==> src/rtl/core/ttp_pkg.sv <==
`timescale 1ns / 1ps

package ttp_pkg;

	localparam int INDEX_BITS_DEF = 12;

	localparam logic OP_PROBE = 1'b0;
	localparam logic OP_STORE = 1'b1;

	localparam logic [1:0] KIND_EXACT    = 2'd0;
	localparam logic [1:0] KIND_LOWER    = 2'd1;
	localparam logic [1:0] KIND_UPPER    = 2'd2;
	localparam logic [1:0] KIND_RESERVED = 2'd3;

	typedef struct packed {
		logic               opcode;
		logic [63:0]        position_key;
		logic [5:0]         search_limit;
		logic [5:0]         ply_depth;
		logic               side;
		logic signed [15:0] window_low;
		logic signed [15:0] window_high;
		logic [1:0]         bound_kind;
		logic signed [15:0] score;
	} in_item_t;

	typedef struct packed {
		logic               hit;
		logic signed [15:0] found_score;
	} out_item_t;

	typedef struct packed {
		logic [63:0]        key;
		logic [5:0]         limit;
		logic [5:0]         ply;
		logic [1:0]         kind;
		logic signed [15:0] score;
	} entry_t;

	typedef struct packed {
		logic clear_en;
		logic store_en;
		logic probe_en;
		logic load_result;
	} ctrl_cmd_t;

	typedef struct packed {
		logic clear_last;
		logic out_free;
	} ctrl_sts_t;

endpackage

==> src/rtl/core/ttp_ctrl.sv <==
`timescale 1ns / 1ps

module ttp_ctrl (
	input  logic                  clk,
	input  logic                  arst_n,
	input  logic                  in_valid,
	input  logic                  in_op,
	output logic                  in_ready,
	input  ttp_pkg::ctrl_sts_t    sts,
	output ttp_pkg::ctrl_cmd_t    cmd
);

	localparam logic [1:0] ST_CLEAR  = 2'd0;
	localparam logic [1:0] ST_IDLE   = 2'd1;
	localparam logic [1:0] ST_LOOKUP = 2'd2;

	logic [1:0] state_q;
	logic [1:0] state_d;
	logic       in_xfer;

	assign in_ready = (state_q == ST_IDLE);
	assign in_xfer  = in_valid && in_ready;

	always_comb begin
		state_d         = state_q;
		cmd.clear_en    = 1'b0;
		cmd.store_en    = 1'b0;
		cmd.probe_en    = 1'b0;
		cmd.load_result = 1'b0;
		case (state_q)
			ST_CLEAR: begin
				cmd.clear_en = 1'b1;
				if (sts.clear_last) begin
					state_d = ST_IDLE;
				end
			end
			ST_IDLE: begin
				if (in_xfer) begin
					if (in_op == ttp_pkg::OP_STORE) begin
						cmd.store_en = 1'b1;
					end else begin
						cmd.probe_en = 1'b1;
						state_d      = ST_LOOKUP;
					end
				end
			end
			ST_LOOKUP: begin
				if (sts.out_free) begin
					cmd.load_result = 1'b1;
					state_d         = ST_IDLE;
				end
			end
			default: begin
				state_d = ST_IDLE;
			end
		endcase
	end

	always_ff @(posedge clk or negedge arst_n) begin
		if (!arst_n) begin
			state_q <= ST_CLEAR;
		end else begin
			state_q <= state_d;
		end
	end

endmodule

==> config.mk <==
export PLATFORM = sky130hd
export DESIGN_NAME = ttp_ctrl
export DESIGN_NICKNAME = d
export VERILOG_FILES = /design/src/rtl/core/ttp_pkg.sv /design/src/rtl/core/ttp_ctrl.sv
export SDC_FILE = /design/constraint.sdc
export NUM_CORES = 1
export LEC_CHECK = 0
export ABC_CLOCK_PERIOD_IN_PS = 1700
export BUFFER_PORTS_ARGS = -buffer_cell sky130_fd_sc_hd__buf_2
export CAP_MARGIN = 10
export CORE_AREA = 4 4 41 43
export CTS_BUF_LIST = sky130_fd_sc_hd__clkbuf_8
export DETAILED_ROUTE_END_ITERATION = 16
export DIE_AREA = 0 0 45 47
export GPL_ROUTABILITY_DRIVEN = 0
export SETUP_SLACK_MARGIN = 0.05
export SKIP_LAST_GASP = 1
export SYNTH_ARGS = -nofsm -noshare
export SYNTH_HDL_FRONTEND = slang
export SYNTH_SLANG_ARGS = --single-unit
==> constraint.sdc <==
create_clock -name clk -period 1.7 [get_ports clk]
set_clock_uncertainty 0.2 [all_clocks]
set_input_delay 0.17 -clock clk [delete_from_list [all_inputs] [get_ports clk]]
set_output_delay 0.17 -clock clk [all_outputs]
set_load 0.005 [all_outputs]
# After elaboration in Yosys (flattened, before gate mapping)
# Cells that the tools add are included.
# Widths: inputs -> output; s select.
# word_totals
regBits	2
output_inout_bits	5
in_bits	6
# op_classes
n_reduce_logical	3
eq_ne	6
n_mux	12
# ops
cell	n
$mux 2	6
$ne 2x2->1 const B	3
$pmux 2 s3	1
$mux 1	5
$reduce_and 4->1	1
$eq 2x1->1 const B	1
$eq 2x2->1 const B	1
$logic_not 2->1	1
$ne 2x1->1 const B	1
$logic_and 1x1->1	1

# Logic depth before layout (Yosys ltp)
# Gate-level depths: netlist (run 1).
# depth
word_depth	4
ltp_mapped	2
mapped_depth_nobuf	2

# Least setup slack after synthesis (run 1)
# Ideal clock, no wire load.
# synth_timing
path_kind	register -> output
startpoint	register state_q[0]
endpoint	output cmd[2] (netlist bit)
t_arrival_ps	784
required_time_ps	1330
stages_incl_launch_ff	3
slack_ps	546
cell_sequence	dfrtp_1 and2b_2 and3_1
# synth_lines
item	line	rtl
start, declared	ttp_ctrl.sv:17	logic [1:0] state_q;
start signal, assigned	ttp_ctrl.sv:63	state_q <= state_d;
end, declared	ttp_ctrl.sv:10	output ttp_pkg::ctrl_cmd_t cmd

==> results of run 1 <==
per-layer routing:
| layer | up-vias | global-route usage | routed length, microns |
|---|---|---|---|
| li1 | 70 | - | - |
| met1 | 53 | 0.0456 | 164 |
| met2 | 11 | 0.0226 | 92 |
| met3 | 0 | 0.0345 | 71 |
| met4 | 0 | 0.0526 | 0 |
| met5 | - | 0 | 0 |
cells by family after synthesis:
family,Yosys count,synth area share
flops,2,0.421
simple gates,9,0.579
stage by stage:
stage	setup slack (ns)	total power [mW]	hold slack (ns)	utilization	instance area [sq um]
2_1_floorplan	0.546	0.0899	-0.326	-	119
3_3_place_gp	0.443	0.115	-0.244	0.144	188
3_5_place_dp	0.428	0.116	-0.241	0.144	188
4_1_cts	0.208	0.307	0.0699	0.184	239
5_1_grt	0.169	0.317	0.0780	0.184	239
6_report	0.215	0.299	0.0719	0.184	239
final cells by class:
| class | instances | area share |
|---|---|---|
| multi-input cells | 9 | 0.288 |
| repair buffers | 11 | 0.251 |
| flip-flops and latches | 2 | 0.209 |
| clock buffers | 3 | 0.173 |
| well taps | 15 | 0.0785 |
where the power goes:
part | total [mW] | internal [mW] | switching, mW
sequential | 0.0653 | 0.0555 | 0.00980
combinational | 0.0510 | 0.0325 | 0.0185
clock | 0.183 | 0.149 | 0.0336
total | 0.299 | 0.237 | 0.0619
worst max-delay path: stages (launching register included):
cell	delay, ns
dfrtp_1	0.41
and2b_2	0.21
and3_1	0.17
buf_2	0.12
layout by cell type, fill, tap and decap left out:
cell type	n
buf_2	10
clkbuf_8	3
nor3_1	2
dfrtp_1	2
and2b_2	1
and4bb_4	1
and3_1	1
and3b_2	1
nor2_1	1
nor3b_1	1
or2_1	1
dlygate4sd3_1	1
final timing paths:
kind / startpoint / end / slack, ns / depth (start not counted)
setup reg to reg: state_q[0] / state_q[1] / 0.51 / 2
max in group asynchronous: arst_n / state_q[0] / 1.13 / 2
hold reg to reg: state_q[1] / state_q[0] / 0.45 / 2
min in group clk: sts[1] / state_q[0] / 0.08 / 3
hold / removal: arst_n / state_q[1] / 0.07 / 2
setup / recovery: state_q[0] / cmd[2] / 0.21 / 3
==> results.cfg, run 1 <==
[finish]
multi_input_area_sq_um = 68.8
area_growth_pct = 101
reg_top3 = state_q x2
final-seq-area_sq_um = 50.0
regMostFlops = state_q
drive_gt1_frac = 0.640
largest_register_ffs = 2
fill_cells = 156
fin_cells = 40
antennaDiodeCount = 0
final_net_count = 33

[placement]
io_buffer_count = 10
dp.cells = 36

[synthesis]
syn_avg_cell_area_sq_um = 10.8
yosys.area.top_type = dfrtp_1
yosys_warnings = 0
ys_top_cells_by_count = dfrtp_1, nor3_1
synth.net_count = 17
synth.distinct_cells = 9
syn_area_sq_um = 119
synthCells = 11
netlist_top_cells_area = dfrtp_1, and4bb_4, and3b_2
ys.flop_type = dfrtp_1
ys_seq_elements = 2
synth_edf_count = 0
yosys.area.top_type_share = 0.421
yosysSeqAreaShare = 0.421
synthArstFlopShare = 1.00

[clock_network]
cts_tree = built
post-cts-setup-buffer-count = 0
post_cts_resized = 0
cts-root-buf = clkbuf_8
numCtsBuffers = 3
cts_buffer_depth = 2
insertion_delay_ns = 0.21
htreeDepth = 1
cts_hold_buf = 1
cts.sinks = 2
clk_pin_slew_ns = 0.03

[setup_path]
path_max_fanout = 6
required_ns = 1.33
arrival_ns = 1.12
endpoint_kind = output port
startpoint_type = flop
critical_path_class = reg2out

[timing]
fin_tns_setup_ns = 0
relSlewSlack = 0.855
fin_crit_ns = 1.49
rsz0062_at_grt = false
finalHoldViolCount = 0
tightestPinTransition_ns = 0.216
fmax_mhz = 673
setup_viol = 0
slew_viol_final = 0
period_share = 0.874

[power_and_ir_drop]
power.density_nw_per_um2 = 1250
ir_drop_uv = 233
p_leak_nw = 0.124

[die]
ios = 11
start_util = 0.0913
rows = 13
core_area_sq_um = 1300
die_x_microns = 45
die_h_microns = 47
dieArea_sq_um = 2120

[route]
wirelength_microns = 328
ant_nets = 0
vias = 134
first_iter_violations = 1
wire_per_inst_microns = 8.20
viasPerCell = 3.35
drc = 0
firstDrtPassIters = 2

[global_route]
overflow = 0
grt_pass1_vias = 95
grt_max_degree = 7
grt_usage = 0.0364
antenna_found_initial = 0
grt_pass1_wl_microns = 434

[worst_hold_path]
hp-class = in2async

[run_status]
outcome = finished, final reports clean

[job]
drv_cap = 0
(Power assumes the default switching activity.)
==> run 2: changes to the inputs <==
- ABC_AREA: not set -> 1
- CELL_PAD_IN_SITES_DETAIL_PLACEMENT: not set -> 2
- CELL_PAD_IN_SITES_GLOBAL_PLACEMENT: not set -> 2
- PLACE_DENSITY_LB_ADDON: not set -> 0.1
- REMOVE_ABC_BUFFERS: not set -> 1
==> run 2 against run 1 <==
- power is 38% higher
- register-to-register slack gained 0.12 ns
- setup slack better by 0.0055 ns
- core utilization up 2.9 points
- clock-buffer cell count unchanged
- design area increased by 16%
- critical path type unchanged
- critical endpoint unchanged
- largest power group unchanged
- highest routed layer unchanged
==> results.cfg, run 2 <==
[run_status]
outcome = finished, final reports clean

[job]
drv_cap = 0

[global_route]
grt_pass1_wl_microns = 890
antenna_found_initial = 0
grt_usage = 0.0623
grt_pass1_vias = 235
overflow = 0
grt_max_degree = 5

[finish]
antennaDiodeCount = 0
area_growth_pct = 88.9
layout_commonest_cell = buf_2
drive_gt1_frac = 0.486
largest_register_ffs = 2
reg_top3 = state_q x2
regMostFlops = state_q
fin_cells = 52
final_net_count = 45
layout_common_cells = buf_2, inv_1, nor2_1

[route]
wirelength_microns = 492
drc = 0
firstDrtPassIters = 2
vias = 183
viasPerCell = 3.52
wire_per_inst_microns = 9.46
first_iter_violations = 2
ant_nets = 0

[placement]
post-place-ws_ns = 0.432
dp_hpwl_microns = 419
io_buffer_count = 10
dp.cells = 47

[timing]
tightestPinTransition_ns = 0.159
fin_tns_setup_ns = 0
fin_crit_ns = 1.48
relSlewSlack = 0.894
finalHoldViolCount = 0
rsz0062_at_grt = false
fmax_mhz = 676
slew_viol_final = 0
setup_viol = 0
period_share = 0.870
setup_ws_ns = 0.221

[synthesis]
yosys.area.top_type_share = 0.342
yosysMostFrequentCell = inv_1
synthCells = 22
yosys_warnings = 0
ys_seq_elements = 2
syn_area_sq_um = 146
synth_edf_count = 0
netlist_top_cells_area = dfrtp_1, inv_1, nor2_1
yosysSeqAreaShare = 0.342
ys.flop_type = dfrtp_1
synth.distinct_cells = 10
yosys.area.top_type = dfrtp_1
syn_avg_cell_area_sq_um = 6.65
ys_top_cells_by_count = inv_1, nor2_1, dfrtp_1, nand2_1, nand2_2
synthArstFlopShare = 1.00

[clock_network]
cts_hold_buf = 2
cts_buffer_depth = 2
clk_pin_slew_ns = 0.03
cts.sinks = 2
cts-root-buf = clkbuf_8
cts_tree = built
post_cts_resized = 0
numCtsBuffers = 3
post-cts-setup-buffer-count = 0
htreeDepth = 1
insertion_delay_ns = 0.21

[die]
dieArea_sq_um = 2120
ios = 11
die_x_microns = 45
rows = 13
die_h_microns = 47
start_util = 0.112
core_area_sq_um = 1300

[power_and_ir_drop]
swShare = 0.324
power_frac_seq = 0.208
clkPwrFrac = 0.447
power.density_nw_per_um2 = 1490
power_frac_comb = 0.345
netSwitchingPower_mw = 0.134
p_int_mw = 0.279
ir_drop_uv = 464
p_leak_nw = 0.165

[worst_hold_path]
hp-class = in2reg

[setup_path]
startpoint_type = flop
required_ns = 1.33
arrival_ns = 1.11
path_max_fanout = 3
critical_path_class = reg2out
endpoint_kind = output port
[run 2: cell type report]
type                            count  area, sq um
Timing Repair Buffer               12         70.1
Multi-Input combinational cell     13         70.1
Tap cell                           15         18.8
Clock buffer                        3         41.3
Sequential cell                     2         50.0
Fill cell                         172         1020
Inverter                            7         26.3
[run 2: power by group through the flow]
stage	clock network, mW	registers [mW]	logic, mW
3_3_place_gp	0	0.0852	0.141
4_1_cts	0.192	0.0857	0.147
3_5_place_dp	0	0.0861	0.143
6_report	0.184	0.0857	0.142
2_1_floorplan	0	0.0807	0.0873
5_1_grt	0.197	0.0881	0.168
[run 2: kinds of logic (layout without fill, tap and decap cells)]
family,Yosys count,count (layout),synth area share
AOI/OAI and AO/OA,2,2,0.111
buffers and inverters,7,22,0.179
DFF,2,2,0.342
and+or+nand+nor,11,11,0.368
[run 2: routing by layer]
| layer | share of wire | vias up | track usage |
|---|---|---|---|
| met3 | 0.022 | 0 | 0.0115 |
| met2 | 0.57 | 4 | 0.0989 |
| met4 | 0 | 0 | 0.0877 |
| met1 | 0.41 | 86 | 0.0588 |
| li1 | - | 93 | - |
| met5 | 0 | - | 0 |
[run 2: final timing paths]
| kind | slack, ns | to | cells past startpoint | start |
|---|---|---|---|---|
| setup / recovery | 0.22 | cmd[2] | 6 | state_q[1] |
| hold reg to reg | 0.37 | state_q[1] | 2 | state_q[1] |
| hold / removal | 0.05 | state_q[1] | 3 | in_valid |
| min in group asynchronous | 0.08 | state_q[1] | 2 | arst_n |
| setup reg to reg | 0.63 | state_q[1] | 5 | state_q[1] |
| max in group asynchronous | 1.12 | state_q[0] | 2 | arst_n |
[run 2: through the flow]
step	total power [mW]	util	hold slack, ns	instance area [sq um]
finish	0.412	0.213	0.0456	277
CTS	0.425	0.213	0.0434	277
global placement	0.226	0.165	-0.246	215
detailed placement	0.229	0.165	-0.243	215
global route	0.454	0.213	0.0682	277
floorplan	0.168	-	-0.326	146
[run 2: worst max-delay path, cell delays in order, from the launching register on]
cell and delay (ns):
dfrtp_1 0.39, inv_1 0.10, nand2_2 0.06, inv_2 0.08
nand2_2 0.07, nor2_1 0.08, buf_2 0.12
==> run 3: changes to the inputs <==
- ABC_CLOCK_PERIOD_IN_PS: 1700 -> 1800
- BUFFER_PORTS_ARGS: -buffer_cell sky130_fd_sc_hd__buf_2 -> not set
- DONT_BUFFER_PORTS: not set -> 1
- clock period: 1.7 -> 1.8 ns (I/O delays scaled with it)
==> run 3 against run 2 <==
- core utilization is 2.3 points lower
- sequential cell count stayed put
- clock-buffer cell count stayed put
- setup slack worse by 0.059 ns
- largest cell class unchanged
- non-clock buffer count down 8
- critical path depth unchanged
- sequential power shrank 4.8%
- cell count shrank 15%
- register-to-register slack worse by 0.47 ns
- design area decreased by 11%
- hold slack got worse by 0.035 ns
- wire length rose by 6.5%
==> results.cfg, run 3 (synthesis results as in run 2) <==
[finish]
area_growth_pct = 68.4
largest_register_ffs = 2
fin_cells = 44
drive_gt1_frac = 0.310
layout_common_cells = nor2_1, inv_1, dlygate4sd3_1
final_net_count = 37
regMostFlops = state_q
reg_top3 = state_q x2
antennaDiodeCount = 0

[timing]
setup_ws_ns = 0.161
finalHoldViolCount = 0
period_share = 0.910
fin_tns_setup_ns = 0
fmax_mhz = 610
hold_slack_ns = 0.0104
fin_crit_ns = 1.64
rsz0062_at_grt = false
tightestPinTransition_ns = 0.248
setup_viol = 0
slew_viol_final = 0
relSlewSlack = 0.833

[placement]
dp.cells = 37
post-place-ws_ns = 0.552
io_buffer_count = 0
dp_hpwl_microns = 345

[route]
wirelength_microns = 524
drc = 0
wire_per_inst_microns = 11.9
first_iter_violations = 0
vias = 157
firstDrtPassIters = 1
viasPerCell = 3.57
ant_nets = 0

[global_route]
grt_usage = 0.0742
grt_max_degree = 5
grt_pass1_wl_microns = 931
grt_pass1_vias = 216
overflow = 0
antenna_found_initial = 0

[power_and_ir_drop]
power.density_nw_per_um2 = 1540
power.total_mw = 0.379
ir_drop_uv = 310
p_leak_nw = 0.131

[clock_network]
insertion_delay_ns = 0.22
cts_buffer_depth = 2
cts_tree = built
cts.sinks = 2
cts-root-buf = clkbuf_8
clk_pin_slew_ns = 0.03
htreeDepth = 1
numCtsBuffers = 3

[die]
start_util = 0.112
die_x_microns = 45
die_h_microns = 47
ios = 11
rows = 13
dieArea_sq_um = 2120
core_area_sq_um = 1300

[setup_path]
endpoint_kind = flop
startpoint_type = flop
required_ns = 1.74
critical_path_class = reg2reg
arrival_ns = 1.58
path_max_fanout = 3

[run_status]
outcome = finished, final reports clean

[job]
drv_cap = 0

[worst_hold_path]
hp-class = in2reg
==> run 3: cell types whose count changed in the layout (fill, tap and decap cells not counted) <==
cell and change:
buf_2 -10, dlygate4sd3_1 +2, inv_1 -1, inv_2 +1
==> run 3: through the flow <==
| step | instance area, sq um | util |
|---|---|---|
| finish | 246 | 0.189 |
| global route | 246 | 0.189 |
| CTS | 246 | 0.189 |
| detailed placement | 165 | 0.127 |
| global placement | 165 | 0.127 |
| floorplan | 146 | - |
==> run 3: worst paths after layout <==
check / startpoint / endpoint / slack, ns / depth (start not counted)
setup reg to reg: state_q[1] / state_q[1] / 0.16 / 6
min in group asynchronous: arst_n / state_q[0] / 0.55 / 2
max in group asynchronous: arst_n / state_q[1] / 0.72 / 2
setup / recovery: state_q[1] / state_q[1] / 0.16 / 6
hold / removal: sts[1] / state_q[0] / 0.01 / 4
hold reg to reg: state_q[0] / state_q[0] / 0.48 / 3
==> run 3: worst max-delay path: stages, from the launching register on <==
cell and delay [ns]:
dfrtp_1 0.40, inv_2 0.08, nand2_2 0.06, inv_2 0.09
nand2_2 0.07, o21ai_2 0.10, dlygate4sd3_1 0.57
==> run 3: final cells by class <==
| type | instances | area, sq um |
|---|---|---|
| flip-flops and latches | 2 | 50.0 |
| repair buffers | 4 | 40.0 |
| multi-input cells | 13 | 70.1 |
| clock buffers | 3 | 41.3 |
| inverters | 7 | 26.3 |
| fillers | 162 | 1050 |
| well taps | 15 | 18.8 |
==> run 3: routing by layer <==
| layer | vias to the layer above | track usage | wire [microns] |
|---|---|---|---|
| li1 | 78 | - | - |
| met1 | 71 | 0.0544 | 166 |
| met2 | 6 | 0.113 | 305 |
| met3 | 2 | 0.0345 | 38 |
| met4 | 0 | 0.123 | 14 |
| met5 | - | 0 | 0 |
==> run 3: timing repair <==
action                                  CTS  global route
endpoints found under the hold margin     4             0
endpoints found under the setup margin    0             1
hold buffers                              4             0
gates resized for setup                   0             1
setup buffers                             0             0
==> run 3: where the power goes <==
group          internal, mW  switching, mW
clock                 0.142         0.0423
combinational        0.0444         0.0688
sequential           0.0616         0.0200
